$ cat src/rtl/core/pwlp_pkg.sv
// ----------------------------------------------------------------------------
// pwlp_pkg: shared types and constants of the window/level palette mapper
// Item layouts, register indexes, state encodings and the control structs
// between the top level and the index divider.
// ----------------------------------------------------------------------------
package pwlp_pkg;

    localparam int PWLP_PALETTE_DEPTH = 256;
    localparam int PWLP_MAX_WINDOW    = 4096;

    // Number of quotient bits produced by the index divider.
    localparam int DIV_BITS  = 8;
    localparam int DIV_CNT_W = $clog2(DIV_BITS);

    localparam logic [7:0] INDEX_MAX = 8'd255;

    // Configuration register indexes.
    localparam int CFG_INDEX_W = 3;
    localparam logic [CFG_INDEX_W-1:0] CFG_LOW_CUT       = 3'd0;
    localparam logic [CFG_INDEX_W-1:0] CFG_HIGH_CUT      = 3'd1;
    localparam logic [CFG_INDEX_W-1:0] CFG_WINDOW_WIDTH  = 3'd2;
    localparam logic [CFG_INDEX_W-1:0] CFG_WINDOW_HEIGHT = 3'd3;
    localparam logic [CFG_INDEX_W-1:0] CFG_MIRROR_X      = 3'd4;
    localparam logic [CFG_INDEX_W-1:0] CFG_MIRROR_Y      = 3'd5;

    // Input item kinds.
    localparam logic KIND_PIXEL   = 1'b0;
    localparam logic KIND_PALETTE = 1'b1;

    typedef struct packed {
        logic               kind;
        logic signed [31:0] pixel_value;
        logic [11:0]        column;
        logic [11:0]        row;
        logic [7:0]         palette_index;
        logic [23:0]        palette_color;
    } t_in_item;

    typedef struct packed {
        logic [23:0] color;
        logic [23:0] dest_index;
        logic [7:0]  color_index;
    } t_out_item;

    typedef enum logic [1:0] {
        ST_IDLE,
        ST_DIVIDE,
        ST_READ
    } t_state;

    typedef enum logic [2:0] {
        DV_IDLE,
        DV_ABS,
        DV_CHECK,
        DV_ITER,
        DV_DONE
    } t_div_state;

    typedef struct packed {
        logic               start;
        logic signed [31:0] sample;
        logic signed [31:0] low_cut;
        logic signed [31:0] high_cut;
    } t_div_req;

    typedef struct packed {
        logic       done;
        logic [7:0] index;
    } t_div_rsp;

endpackage

$ cat src/rtl/core/pwlp_div.sv
// ----------------------------------------------------------------------------
// pwlp_div: colour index divider
// Computes clamp(floor((sample-low)*256/(high-low)),0,255) with a
// restoring divider that produces one quotient bit per cycle.
// ----------------------------------------------------------------------------
module pwlp_div
    import pwlp_pkg::*;
(
    input  logic     i_clk,
    input  logic     i_rst_n,
    input  t_div_req i_req,
    output t_div_rsp o_rsp
);

    t_div_state r_state;
    t_div_state n_state;

    logic signed [32:0]   r_diff;
    logic signed [32:0]   r_span;
    logic [31:0]          r_mag_num;
    logic [31:0]          r_mag_den;
    logic                 r_span_zero;
    logic                 r_non_pos;
    logic                 r_diff_neg;
    logic [31:0]          r_rem;
    logic [7:0]           r_quot;
    logic [DIV_CNT_W-1:0] r_cnt;

    logic        early_exit;
    logic [32:0] shifted;
    logic        take;

    // Saturated or signed-out cases finish without iterating.
    assign early_exit = r_span_zero || r_non_pos || (r_mag_num >= r_mag_den);
    assign shifted    = {r_rem, 1'b0};
    assign take       = shifted >= {1'b0, r_mag_den};

    always_ff @(posedge i_clk) begin
        if (!i_rst_n) begin
            r_state <= DV_IDLE;
        end else begin
            r_state <= n_state;
        end
    end

    always_comb begin
        n_state = r_state;
        case (r_state)
            DV_IDLE: begin
                if (i_req.start) begin
                    n_state = DV_ABS;
                end
            end
            DV_ABS:   n_state = DV_CHECK;
            DV_CHECK: n_state = early_exit ? DV_DONE : DV_ITER;
            DV_ITER: begin
                if (r_cnt == DIV_CNT_W'(DIV_BITS - 1)) begin
                    n_state = DV_DONE;
                end
            end
            DV_DONE:  n_state = DV_IDLE;
            default:  n_state = DV_IDLE;
        endcase
    end

    always_ff @(posedge i_clk) begin
        case (r_state)
            DV_IDLE: begin
                r_diff <= {i_req.sample[31], i_req.sample}
                        - {i_req.low_cut[31], i_req.low_cut};
                r_span <= {i_req.high_cut[31], i_req.high_cut}
                        - {i_req.low_cut[31], i_req.low_cut};
            end
            DV_ABS: begin
                r_mag_num   <= r_diff[32] ? 32'(-r_diff) : r_diff[31:0];
                r_mag_den   <= r_span[32] ? 32'(-r_span) : r_span[31:0];
                r_span_zero <= (r_span == '0);
                r_non_pos   <= (r_diff == '0) || (r_diff[32] != r_span[32]);
                r_diff_neg  <= r_diff[32];
            end
            DV_CHECK: begin
                if (r_span_zero) begin
                    r_quot <= r_diff_neg ? 8'd0 : INDEX_MAX;
                end else if (r_non_pos) begin
                    r_quot <= 8'd0;
                end else if (r_mag_num >= r_mag_den) begin
                    r_quot <= INDEX_MAX;
                end
                r_rem <= r_mag_num;
                r_cnt <= '0;
            end
            DV_ITER: begin
                if (take) begin
                    r_rem <= 32'(shifted - {1'b0, r_mag_den});
                end else begin
                    r_rem <= shifted[31:0];
                end
                r_quot <= {r_quot[6:0], take};
                r_cnt  <= r_cnt + 1'b1;
            end
            default: begin
            end
        endcase
    end

    always_comb begin
        o_rsp.done  = (r_state == DV_DONE);
        o_rsp.index = r_quot;
    end

endmodule

$ cat config.mk
export PLATFORM = sky130hd
export DESIGN_NAME = pwlp_div
export DESIGN_NICKNAME = d
export VERILOG_FILES = /design/src/rtl/core/pwlp_pkg.sv /design/src/rtl/core/pwlp_div.sv
export SDC_FILE = /design/constraint.sdc
export NUM_CORES = 1
export LEC_CHECK = 0
export BUFFER_PORTS_ARGS = -buffer_cell sky130_fd_sc_hd__buf_4
export CAP_MARGIN = 20
export CORE_MARGIN = 2
export CORE_UTILIZATION = 40
export CTS_BUF_LIST = sky130_fd_sc_hd__clkbuf_8
export DETAILED_ROUTE_END_ITERATION = 8
export SYNTH_ARGS = -nofsm -noshare
export SYNTH_HDL_FRONTEND = slang
export SYNTH_SLANG_ARGS = --single-unit
$ cat constraint.sdc
create_clock -name i_clk -period 14.35 [get_ports i_clk]
set_clock_uncertainty 0.05 [all_clocks]
set_input_delay 1.435 -clock i_clk [delete_from_list [all_inputs] [get_ports i_clk]]
set_output_delay 1.435 -clock i_clk [all_outputs]
set_load 0.005 [all_outputs]
==> impl_metrics.env, run 1 <==
export IMPL_status="finished clean"
export IMPL_crit_path_end_kind="flop"
export IMPL_grt_usage=0.165
export IMPL_finalSetupViolations=0
export IMPL_cts_root_buffer="clkbuf_8"
export IMPL_vias_per_cell=5.32
export IMPL_cp_max_fo=6
export IMPL_ys_flop_type="edfxtp_1"
export IMPL_start_util=0.405
export IMPL_grt_max_degree=68
export IMPL_rsz0062_at_grt="no"
export IMPL_report_final_slew_viol_count=0
export IMPL_relSlewSlack=0.427
export IMPL_setup_tns_ns=0
export IMPL_crit_arrival_ns=4.60
export IMPL_synth_most_common_cell="edfxtp_1"
export IMPL_firstDrtPassIters=5
export IMPL_p_leak_nw=6.32
export IMPL_clock_power_share=0.181
export IMPL_die_y_um=185
export IMPL_synth_warnings=0
export IMPL_ys_types=63
export IMPL_grt_pass1_wl_um=45700
export IMPL_synth_cells=1310
export IMPL_synth_seq_cells=179
export IMPL_async_flop_share=0
export IMPL_critPathBufInv=2
export IMPL_path_cells="buf_4 > inv_1 > ha_1 > a21o_1 > a221o_1 > a31o_2 > a41oi_1 > o21ai_0 > a2111oi_0 > o21bai_1 > a21oi_1 > xnor2_1"
export IMPL_power_frac_comb=0.348
export IMPL_power_internal_w=0.00107
export IMPL_finalCritPeriodShare=0.310
export IMPL_min_period_ns=4.45
export IMPL_slowest_delay_ns=0.59
export IMPL_cts_tree="yes"
export IMPL_synth_top_area_cell="edfxtp_1"
export IMPL_hold_violations=0
export IMPL_fmax_mhz=225
export IMPL_die_w_um=185
export IMPL_cts_hold_fix_buffers=0
export IMPL_cp_top_family="compound AO/OA/AOI/OAI gates"
export IMPL_vias=9943
export IMPL_critPathKind="input pin to flop"
export IMPL_postRouteAntennaNets=0
export IMPL_cp_slowest_cell="a2111oi_0"
export IMPL_synth_top_cell_area_share=0.402
export IMPL_crit_path_start_kind="input pin"
export IMPL_postCtsSetupBuffers=0
export IMPL_drive_above_1_share=0.113
export IMPL_peakVddDrop_mv=0.0531
export IMPL_nFillCells=3115
export IMPL_powerDensity_nw_per_um2=109
export IMPL_synthTopCellsByArea="edfxtp_1, ha_1, xnor2_1"
export IMPL_yosysSeqAreaShare=0.407
export IMPL_fp_coreArea_um2=32500
export IMPL_wl_um=28000
export IMPL_row_count=66
export IMPL_syn_num_nets=1544
export IMPL_cts_num_sinks=179
export IMPL_drv_cap=0
export IMPL_synth_edff_count=176
export IMPL_cp_required_ns=14.50
export IMPL_post_cts_resized=0
export IMPL_clockBufferDepth=2
export IMPL_clkLatencyLatePin_ns=0.46
export IMPL_cts_made_buffers=17
export IMPL_cts_htree_levels=4
export IMPL_syn_avg_cell_area_um2=10.0
export IMPL_area_growth_pct=12.8
export IMPL_gp_congestion=0.869
export IMPL_dr_first_iter_drc_count=514
export IMPL_power_share_switching=0.337
export IMPL_drc=0
export IMPL_port_buffers=107
export IMPL_min_path_type="flop to flop"
export IMPL_tightest_slew_ns=0.848
export IMPL_avgRoutedWirePerCell_um=15.0
export IMPL_hpwl_um=22400
export IMPL_syn_area_um2=13100
export IMPL_fin_nets=1649
export IMPL_power_switching_w=0.000544
export IMPL_grt_pass1_vias=9569
export IMPL_synth_common_cells="edfxtp_1, ha_1, xnor2_1, nand2_1, inv_1"
export IMPL_grt_antenna_before_repair=0
export IMPL_io_pins=108
export IMPL_post_route_util=0.457
export IMPL_die_area_um2=34300
export IMPL_p_seq_frac=0.471
export IMPL_clk_pin_slew_ns=0.09
export IMPL_grt_ovfl_total=0
export IMPL_antenna_cells=0
==> power by group through the flow <==
stage          sequential, W  combinational [W]  clock [W]
4_1_cts             0.000765           0.000555   0.000304
2_1_floorplan       0.000758           0.000424          0
3_5_place_dp        0.000777           0.000551          0
5_1_grt             0.000772           0.000631   0.000323
3_3_place_gp        0.000774           0.000543          0
6_report            0.000761           0.000561   0.000293
==> worst register-to-register path, cell delays in order (launching register included) <==
cell and delay (ns):
edfxtp_1 0.39, inv_1 0.12, ha_1 0.30, a21oi_1 0.17, nor2b_1 0.08, o31ai_1 0.40
o211ai_1 0.21, a221o_1 0.38, o21ai_1 0.31, a21o_1 0.17, buf_4 0.45, nand2b_1 0.36
o211ai_1 0.14
==> metrics by stage <==
step / hold slack (ns) / cells / total power (W) / setup slack, ns / area, um2
5_1_grt: 0.476 / 1870 / 0.00173 / 9.66 / 14800
4_1_cts: 0.459 / 1867 / 0.00162 / 9.98 / 14800
3_5_place_dp: 0.439 / 1835 / 0.00133 / 9.47 / 14500
3_3_place_gp: 0.451 / 1835 / 0.00132 / 9.52 / 14500
2_1_floorplan: 0.374 / 1310 / 0.00118 / 8.24 / 13100
6_report: 0.438 / 1870 / 0.00162 / 9.90 / 14800
==> layout by cell type (no fill, tap or decap), drive strengths merged, types with 18 or more instances in the layout <==
master  count
and3       21
nand2     106
xor2       30
xnor2     108
mux2i      23
inv        98
a21oi      84
o21ai      86
o211ai     18
buf       116
edfxtp    176
nand3      26
a21o       82
ha        132
nor2       56
==> cell families after synthesis <==
family          after synthesis  share of synthesized area
compound gates              400                      0.201
simple gates                310                      0.117
flops                       179                      0.407
xor+xnor                    138                     0.0919
fa+ha+maj                   135                      0.130
buf+inv                     125                     0.0359
mux                          23                     0.0175
==> cell type report <==
type	instances	area [um2]	share of cell area
timing repair buffer	116	901	0.0607
sequential	179	5350	0.360
inverter	95	357	0.0240
clock buffer	17	234	0.0158
multi-input combinational	1006	7350	0.495
tap	442	553	0.0373
clock inverter	15	95.1	0.00641
==> state kept, by name, summed over array words and instances (netlist names), 3 cells and up <==
signal     count
r_mag_den     32
r_state        3
r_diff        33
r_quot         8
r_rem         32
r_cnt          3
r_span        33
r_mag_num     32
==> path summary, 6_finish.rpt <==
| check | start | slack, ns | to | depth (start not counted) |
|---|---|---|---|---|
| hold / removal | r_span[0]$_DFFE_PP_ | 0.44 | r_mag_den[0]$_DFFE_PP_ | 0 |
| hold reg to reg | r_span[0]$_DFFE_PP_ | 0.44 | r_mag_den[0]$_DFFE_PP_ | 0 |
| setup / recovery | i_req[36] | 9.90 | r_diff[28]$_DFFE_PP_ | 12 |
| setup reg to reg | r_mag_den[3]$_DFFE_PP_ | 10.56 | r_rem[25]$_DFFE_PP_ | 12 |
==> per-layer routing <==
metal  vias up  global-route usage  wire, um
met5         -                   0         0
met4         0              0.0648       712
met3        40              0.0175       840
met2       218               0.260     12500
met1      4587               0.233     14000
li1       5098                   -         -
No activity file was read; power rests on OpenSTA's default activity.
==> inputs of run 2 (changes only) <==
==> constraint.sdc (replaced) <==
create_clock -name i_clk -period 4.32 [get_ports i_clk]
set_clock_uncertainty 0.05 [all_clocks]
set_input_delay 0.432 -clock i_clk [delete_from_list [all_inputs] [get_ports i_clk]]
set_output_delay 0.432 -clock i_clk [all_outputs]
set_load 0.005 [all_outputs]
==> impl_metrics.env, run 2 (same netlist as run 1, synthesis figures left out) <==
export IMPL_report_final_slew_viol_count=0
export IMPL_crit_start="r_rem[2]$_DFFE_PP_"
export IMPL_die_y_um=185
export IMPL_vias_per_cell=5.22
export IMPL_cts_made_buffers=17
export IMPL_wl_um=28100
export IMPL_die_w_um=185
export IMPL_dpl_instance_area_um2=14500
export IMPL_finalSetupViolations=0
export IMPL_grt_pass1_wl_um=46100
export IMPL_cts_num_sinks=179
export IMPL_grt_max_degree=68
export IMPL_drc=0
export IMPL_min_from="i_req[96]"
export IMPL_post_cts_resized=0
export IMPL_cts_hold_fix_buffers=0
export IMPL_critPathKind="flop to flop"
export IMPL_grt_antenna_before_repair=0
export IMPL_dr_first_iter_drc_count=513
export IMPL_tightest_slew_ns=1.07
export IMPL_crit_arrival_ns=3.73
export IMPL_cts_htree_levels=4
export IMPL_rr_startpoint="r_rem[2]$_DFFE_PP_"
export IMPL_area_growth_pct=13.6
export IMPL_fp_coreArea_um2=32500
export IMPL_clkLatencyLatePin_ns=0.47
export IMPL_placed_cells=1841
export IMPL_power_w=0.00560
export IMPL_gp_congestion=0.866
export IMPL_rsz0062_at_grt="no"
export IMPL_drv_cap=0
export IMPL_cts_root_buffer="clkbuf_8"
export IMPL_fin_cells=1874
export IMPL_min_path_type="input pin to flop"
export IMPL_grt_pass1_vias=9473
export IMPL_relSlewSlack=0.286
export IMPL_drive_above_1_share=0.117
export IMPL_top_regs="r_diff: 33 flops, r_span: 33 flops"
export IMPL_status="finished clean"
export IMPL_setup_tns_ns=0
export IMPL_postRouteAntennaNets=0
export IMPL_fmax_mhz=280
export IMPL_clockBufferDepth=2
export IMPL_gr_usage_met1=0.233
export IMPL_p_leak_nw=6.38
export IMPL_fin_nets=1653
export IMPL_port_buffers=107
export IMPL_hold_violations=0
export IMPL_hpwl_um=22500
export IMPL_antenna_cells=0
export IMPL_final_cell_area_um2=14900
export IMPL_clk_pin_slew_ns=0.09
export IMPL_io_pins=108
export IMPL_row_count=66
export IMPL_crit_path_end_kind="flop"
export IMPL_cp_max_fo=22
export IMPL_min_period_ns=3.57
export IMPL_cp_required_ns=4.48
export IMPL_grt_usage=0.167
export IMPL_postCtsSetupBuffers=0
export IMPL_cts_tree="yes"
export IMPL_finalCritPeriodShare=0.826
export IMPL_die_area_um2=34300
export IMPL_grt_ovfl_total=0
export IMPL_powerDensity_nw_per_um2=375
export IMPL_layout_commonest_cell="edfxtp_1"
export IMPL_mostFrequentLayoutCells="edfxtp_1, ha_1, buf_4, xnor2_1, nand2_1"
export IMPL_avgRoutedWirePerCell_um=15.0
export IMPL_grt_busiest_layer="met2"
export IMPL_start_util=0.405
export IMPL_use_met2=0.270
export IMPL_firstDrtPassIters=5
export IMPL_crit_path_start_kind="flop"
export IMPL_peakVddDrop_mv=0.189
export IMPL_post_route_util=0.460
export IMPL_nFillCells=3103
export IMPL_grtUsageMet3=0.0175
export IMPL_vias=9781
## run 2: cell types whose count changed in the layout (fill, tap and decap cells not counted), sizes merged
cell / previous run / this run
buf: 116 / 120
bufinv: 0 / 3
clkinvlp: 3 / 0
clkinv: 9 / 7
inv: 98 / 100
## run 2: report_power, final
part | internal [W] | leakage [nW] | switching (W) | total [W]
registers | 0.00233 | 1.71 | 0.000232 | 0.00256
clock network | 0.000578 | 0.210 | 0.000616 | 0.00119
logic | 0.000850 | 4.46 | 0.000993 | 0.00184
total | 0.00375 | 6.38 | 0.00184 | 0.00560
## run 2: final cells by class
type                    count  area [um2]  area share
multi-input cells        1006        7360       0.493
flip-flops and latches    179        5350       0.358
repair buffers            120         911      0.0610
well taps                 442         553      0.0370
inverters                  95         357      0.0239
clock buffers              17         234      0.0157
clock inverters            15         179      0.0120
## run 2: path summary, 6_finish.rpt
path	end	slack (ns)	depth (start not counted)
worst max register to register	r_rem[8]$_DFFE_PP_	0.75	11
worst max-delay path	r_rem[8]$_DFFE_PP_	0.75	11
worst min-delay path	r_state[0]$_SDFFE_PN0P_	0.16	2
worst min register to register	r_mag_den[0]$_DFFE_PP_	0.42	0
## run 2: routing by layer
layer / up-vias / share of wire
met4: 0 / 0.019
met1: 4500 / 0.51
met5: - / 0
li1: 5094 / -
met3: 33 / 0.025
met2: 154 / 0.45
## run 2: through the flow
step,hold WS [ns],worst slack (ns)
2_1_floorplan,0.374,0.569
3_3_place_gp,0.428,0.644
3_5_place_dp,0.414,0.632
4_1_cts,0.121,0.653
5_1_grt,0.144,0.412
6_report,0.157,0.750
## run 2: worst max-delay path, cell delays in order, from the launching register on
cell      delay [ns]
edfxtp_1        0.40
ha_1            0.36
a21oi_1         0.16
nor2b_1         0.08
o31ai_1         0.41
o211ai_1        0.20
a221o_1         0.38
o21ai_1         0.29
a21o_1          0.39
buf_12          0.24
mux2i_1         0.24
o21ai_0         0.09
==> inputs of run 3 (changes only) <==
==> constraint.sdc (replaced) <==
create_clock -name i_clk -period 3.07 [get_ports i_clk]
set_clock_uncertainty 0.05 [all_clocks]
set_input_delay 0.307 -clock i_clk [delete_from_list [all_inputs] [get_ports i_clk]]
set_output_delay 0.307 -clock i_clk [all_outputs]
set_load 0.005 [all_outputs]
==> impl_metrics.env, run 3 (same netlist as run 1, synthesis figures left out) <==
export IMPL_die_w_um=185
export IMPL_vias=10600
export IMPL_p_leak_nw=7.21
export IMPL_fp_coreArea_um2=32500
export IMPL_avgRoutedWirePerCell_um=15.1
export IMPL_fin_cells=2031
export IMPL_gp_congestion=0.884
export IMPL_start_util=0.405
export IMPL_die_area_um2=34300
export IMPL_peakVddDrop_mv=0.274
export IMPL_report_final_slew_viol_count=0
export IMPL_clkLatencyLatePin_ns=0.46
export IMPL_finalCritPeriodShare=1.05
export IMPL_drive_above_1_share=0.247
export IMPL_clk_pin_slew_ns=0.09
export IMPL_vias_per_cell=5.20
export IMPL_critPathKind="flop to flop"
export IMPL_min_period_ns=3.22
export IMPL_r2r_end="r_mag_den[30]$_DFFE_PP_"
export IMPL_cts_root_buffer="clkbuf_8"
export IMPL_worstHoldEndpoint="r_state[2]$_SDFFE_PN0P_"
export IMPL_slowest_delay_ns=0.44
export IMPL_rr_worst_depth=9
export IMPL_min_path_type="input pin to flop"
export IMPL_layout_commonest_cell="buf_4"
export IMPL_whs_path_depth=3
export IMPL_path_cells="nor4_4 > nor3b_4 > nand2_2 > or3_4 > or3_4 > or3_4 > or3_4 > o41ai_4 > xnor2_1"
export IMPL_wl_um=30700
export IMPL_min_from="i_rst_n"
export IMPL_cp_max_fo=5
export IMPL_grt_max_degree=68
export IMPL_cts_num_sinks=179
export IMPL_postRouteAntennaNets=0
export IMPL_area_growth_pct=26.7
export IMPL_hpwl_um=23600
export IMPL_rsz0062_at_grt="yes"
export IMPL_powerDensity_nw_per_um2=502
export IMPL_crit_arrival_ns=3.39
export IMPL_port_buffers=107
export IMPL_tightest_slew_ns=0.573
export IMPL_violations="setup timing"
export IMPL_top_regs="r_diff: 33 flops, r_span: 33 flops"
export IMPL_cts_made_buffers=17
export IMPL_drv_cap=0
export IMPL_clockBufferDepth=2
export IMPL_dr_first_iter_drc_count=523
export IMPL_cts_htree_levels=4
export IMPL_cp_required_ns=3.24
export IMPL_firstDrtPassIters=4
export IMPL_crit_path_start_kind="flop"
export IMPL_fin_nets=1810
export IMPL_antenna_cells=0
export IMPL_row_count=66
export IMPL_finalSetupViolations=5
export IMPL_hold_violations=0
export IMPL_relSlewSlack=0.608
export IMPL_cp_slowest_cell="edfxtp_1"
export IMPL_grt_antenna_before_repair=0
export IMPL_fin_hold_ws_ns=0.0439
export IMPL_grt_ovfl_total=0
export IMPL_nFillCells=2916
export IMPL_cpMostUsedCell="or3_4"
export IMPL_grt_pass1_wl_um=49400
export IMPL_setup_tns_ns=-0.454
export IMPL_grt_pass1_vias=10200
export IMPL_mostFrequentLayoutCells="buf_4, edfxtp_1, ha_1, xnor2_1, nand2_1"
export IMPL_dp_slack_ns=-0.176
export IMPL_status="complete, but fails checks"
export IMPL_crit_path_end_kind="flop"
export IMPL_io_pins=108
export IMPL_cts_tree="yes"
export IMPL_grt_usage=0.179
export IMPL_finalWorstSetupSlack_ns=-0.153
export IMPL_die_y_um=185
export IMPL_fmax_mhz=310
export IMPL_rr_startpoint="r_span[3]$_DFFE_PP_"
export IMPL_placed_cells=1958
export IMPL_reg2reg_slack_ns=-0.15
export IMPL_drc=0
==> run 3: metal layers <==
layer  share of wire  up-vias  GRT usage
li1                -     5420          -
met1            0.49     4857      0.248
met2            0.46      236      0.294
met3           0.032       45     0.0187
met4           0.022        0     0.0590
met5               0        -          0
==> run 3: cell type report <==
class	count	area (um2)	share of cell area
clock inverter	13	111	0.00668
clock buffer	19	262	0.0157
inverter	95	357	0.0214
timing repair buffer	277	2200	0.132
tap	442	553	0.0332
sequential	179	5350	0.321
multi-input combinational	1006	7830	0.470
==> run 3: report_power, final <==
group | internal, W | leakage (nW) | switching, W
clock network | 0.000681 | 0.189 | 0.000826
registers | 0.00327 | 1.71 | 0.000304
logic | 0.00163 | 5.32 | 0.00164
total | 0.00558 | 7.21 | 0.00277
==> run 3: repair_timing <==
item	CTS	global route
hold buffers	0	0
resized for setup	61	48
pin swaps	9	21
setup buffers	19	21
cloned	3	0
setup endpoints to repair	42	41
==> run 3: through the flow <==
step | total power [W] | utilization | area, um2
6_report | 0.00836 | 0.513 | 16700
5_1_grt | 0.00888 | 0.513 | 16700
4_1_cts | 0.00826 | 0.503 | 16300
3_5_place_dp | 0.00652 | 0.476 | 15400
2_1_floorplan | 0.00552 | - | 13200
3_3_place_gp | 0.00647 | 0.476 | 15400
==> run 3: worst max-delay path by stage <==
stage | startpoint | end | slack (ns) | cells past startpoint
after detailed placement | r_mag_den[9]$_DFFE_PP_ | r_rem[7]$_DFFE_PP_ | -0.18 | 13
after global routing | r_span[3]$_DFFE_PP_ | r_mag_den[30]$_DFFE_PP_ | -0.22 | 9
after global placement | i_req[32] | r_diff[30]$_DFFE_PP_ | -0.14 | 14
after CTS | r_span[4]$_DFFE_PP_ | r_mag_den[30]$_DFFE_PP_ | -0.08 | 9
final | r_span[3]$_DFFE_PP_ | r_mag_den[30]$_DFFE_PP_ | -0.15 | 9
after floorplan | r_span[3]$_DFFE_PP_ | r_mag_den[30]$_DFFE_PP_ | 0.0003 | 9
==> run 3: critical path: cells and delay by family (launching register included) <==
family | cells | cell delay (ns)
XOR/XNOR | 1 | 0.10
AND/OR/NAND/NOR | 7 | 2.15
flip-flops | 1 | 0.44
AO/OA/AOI/OAI | 1 | 0.23
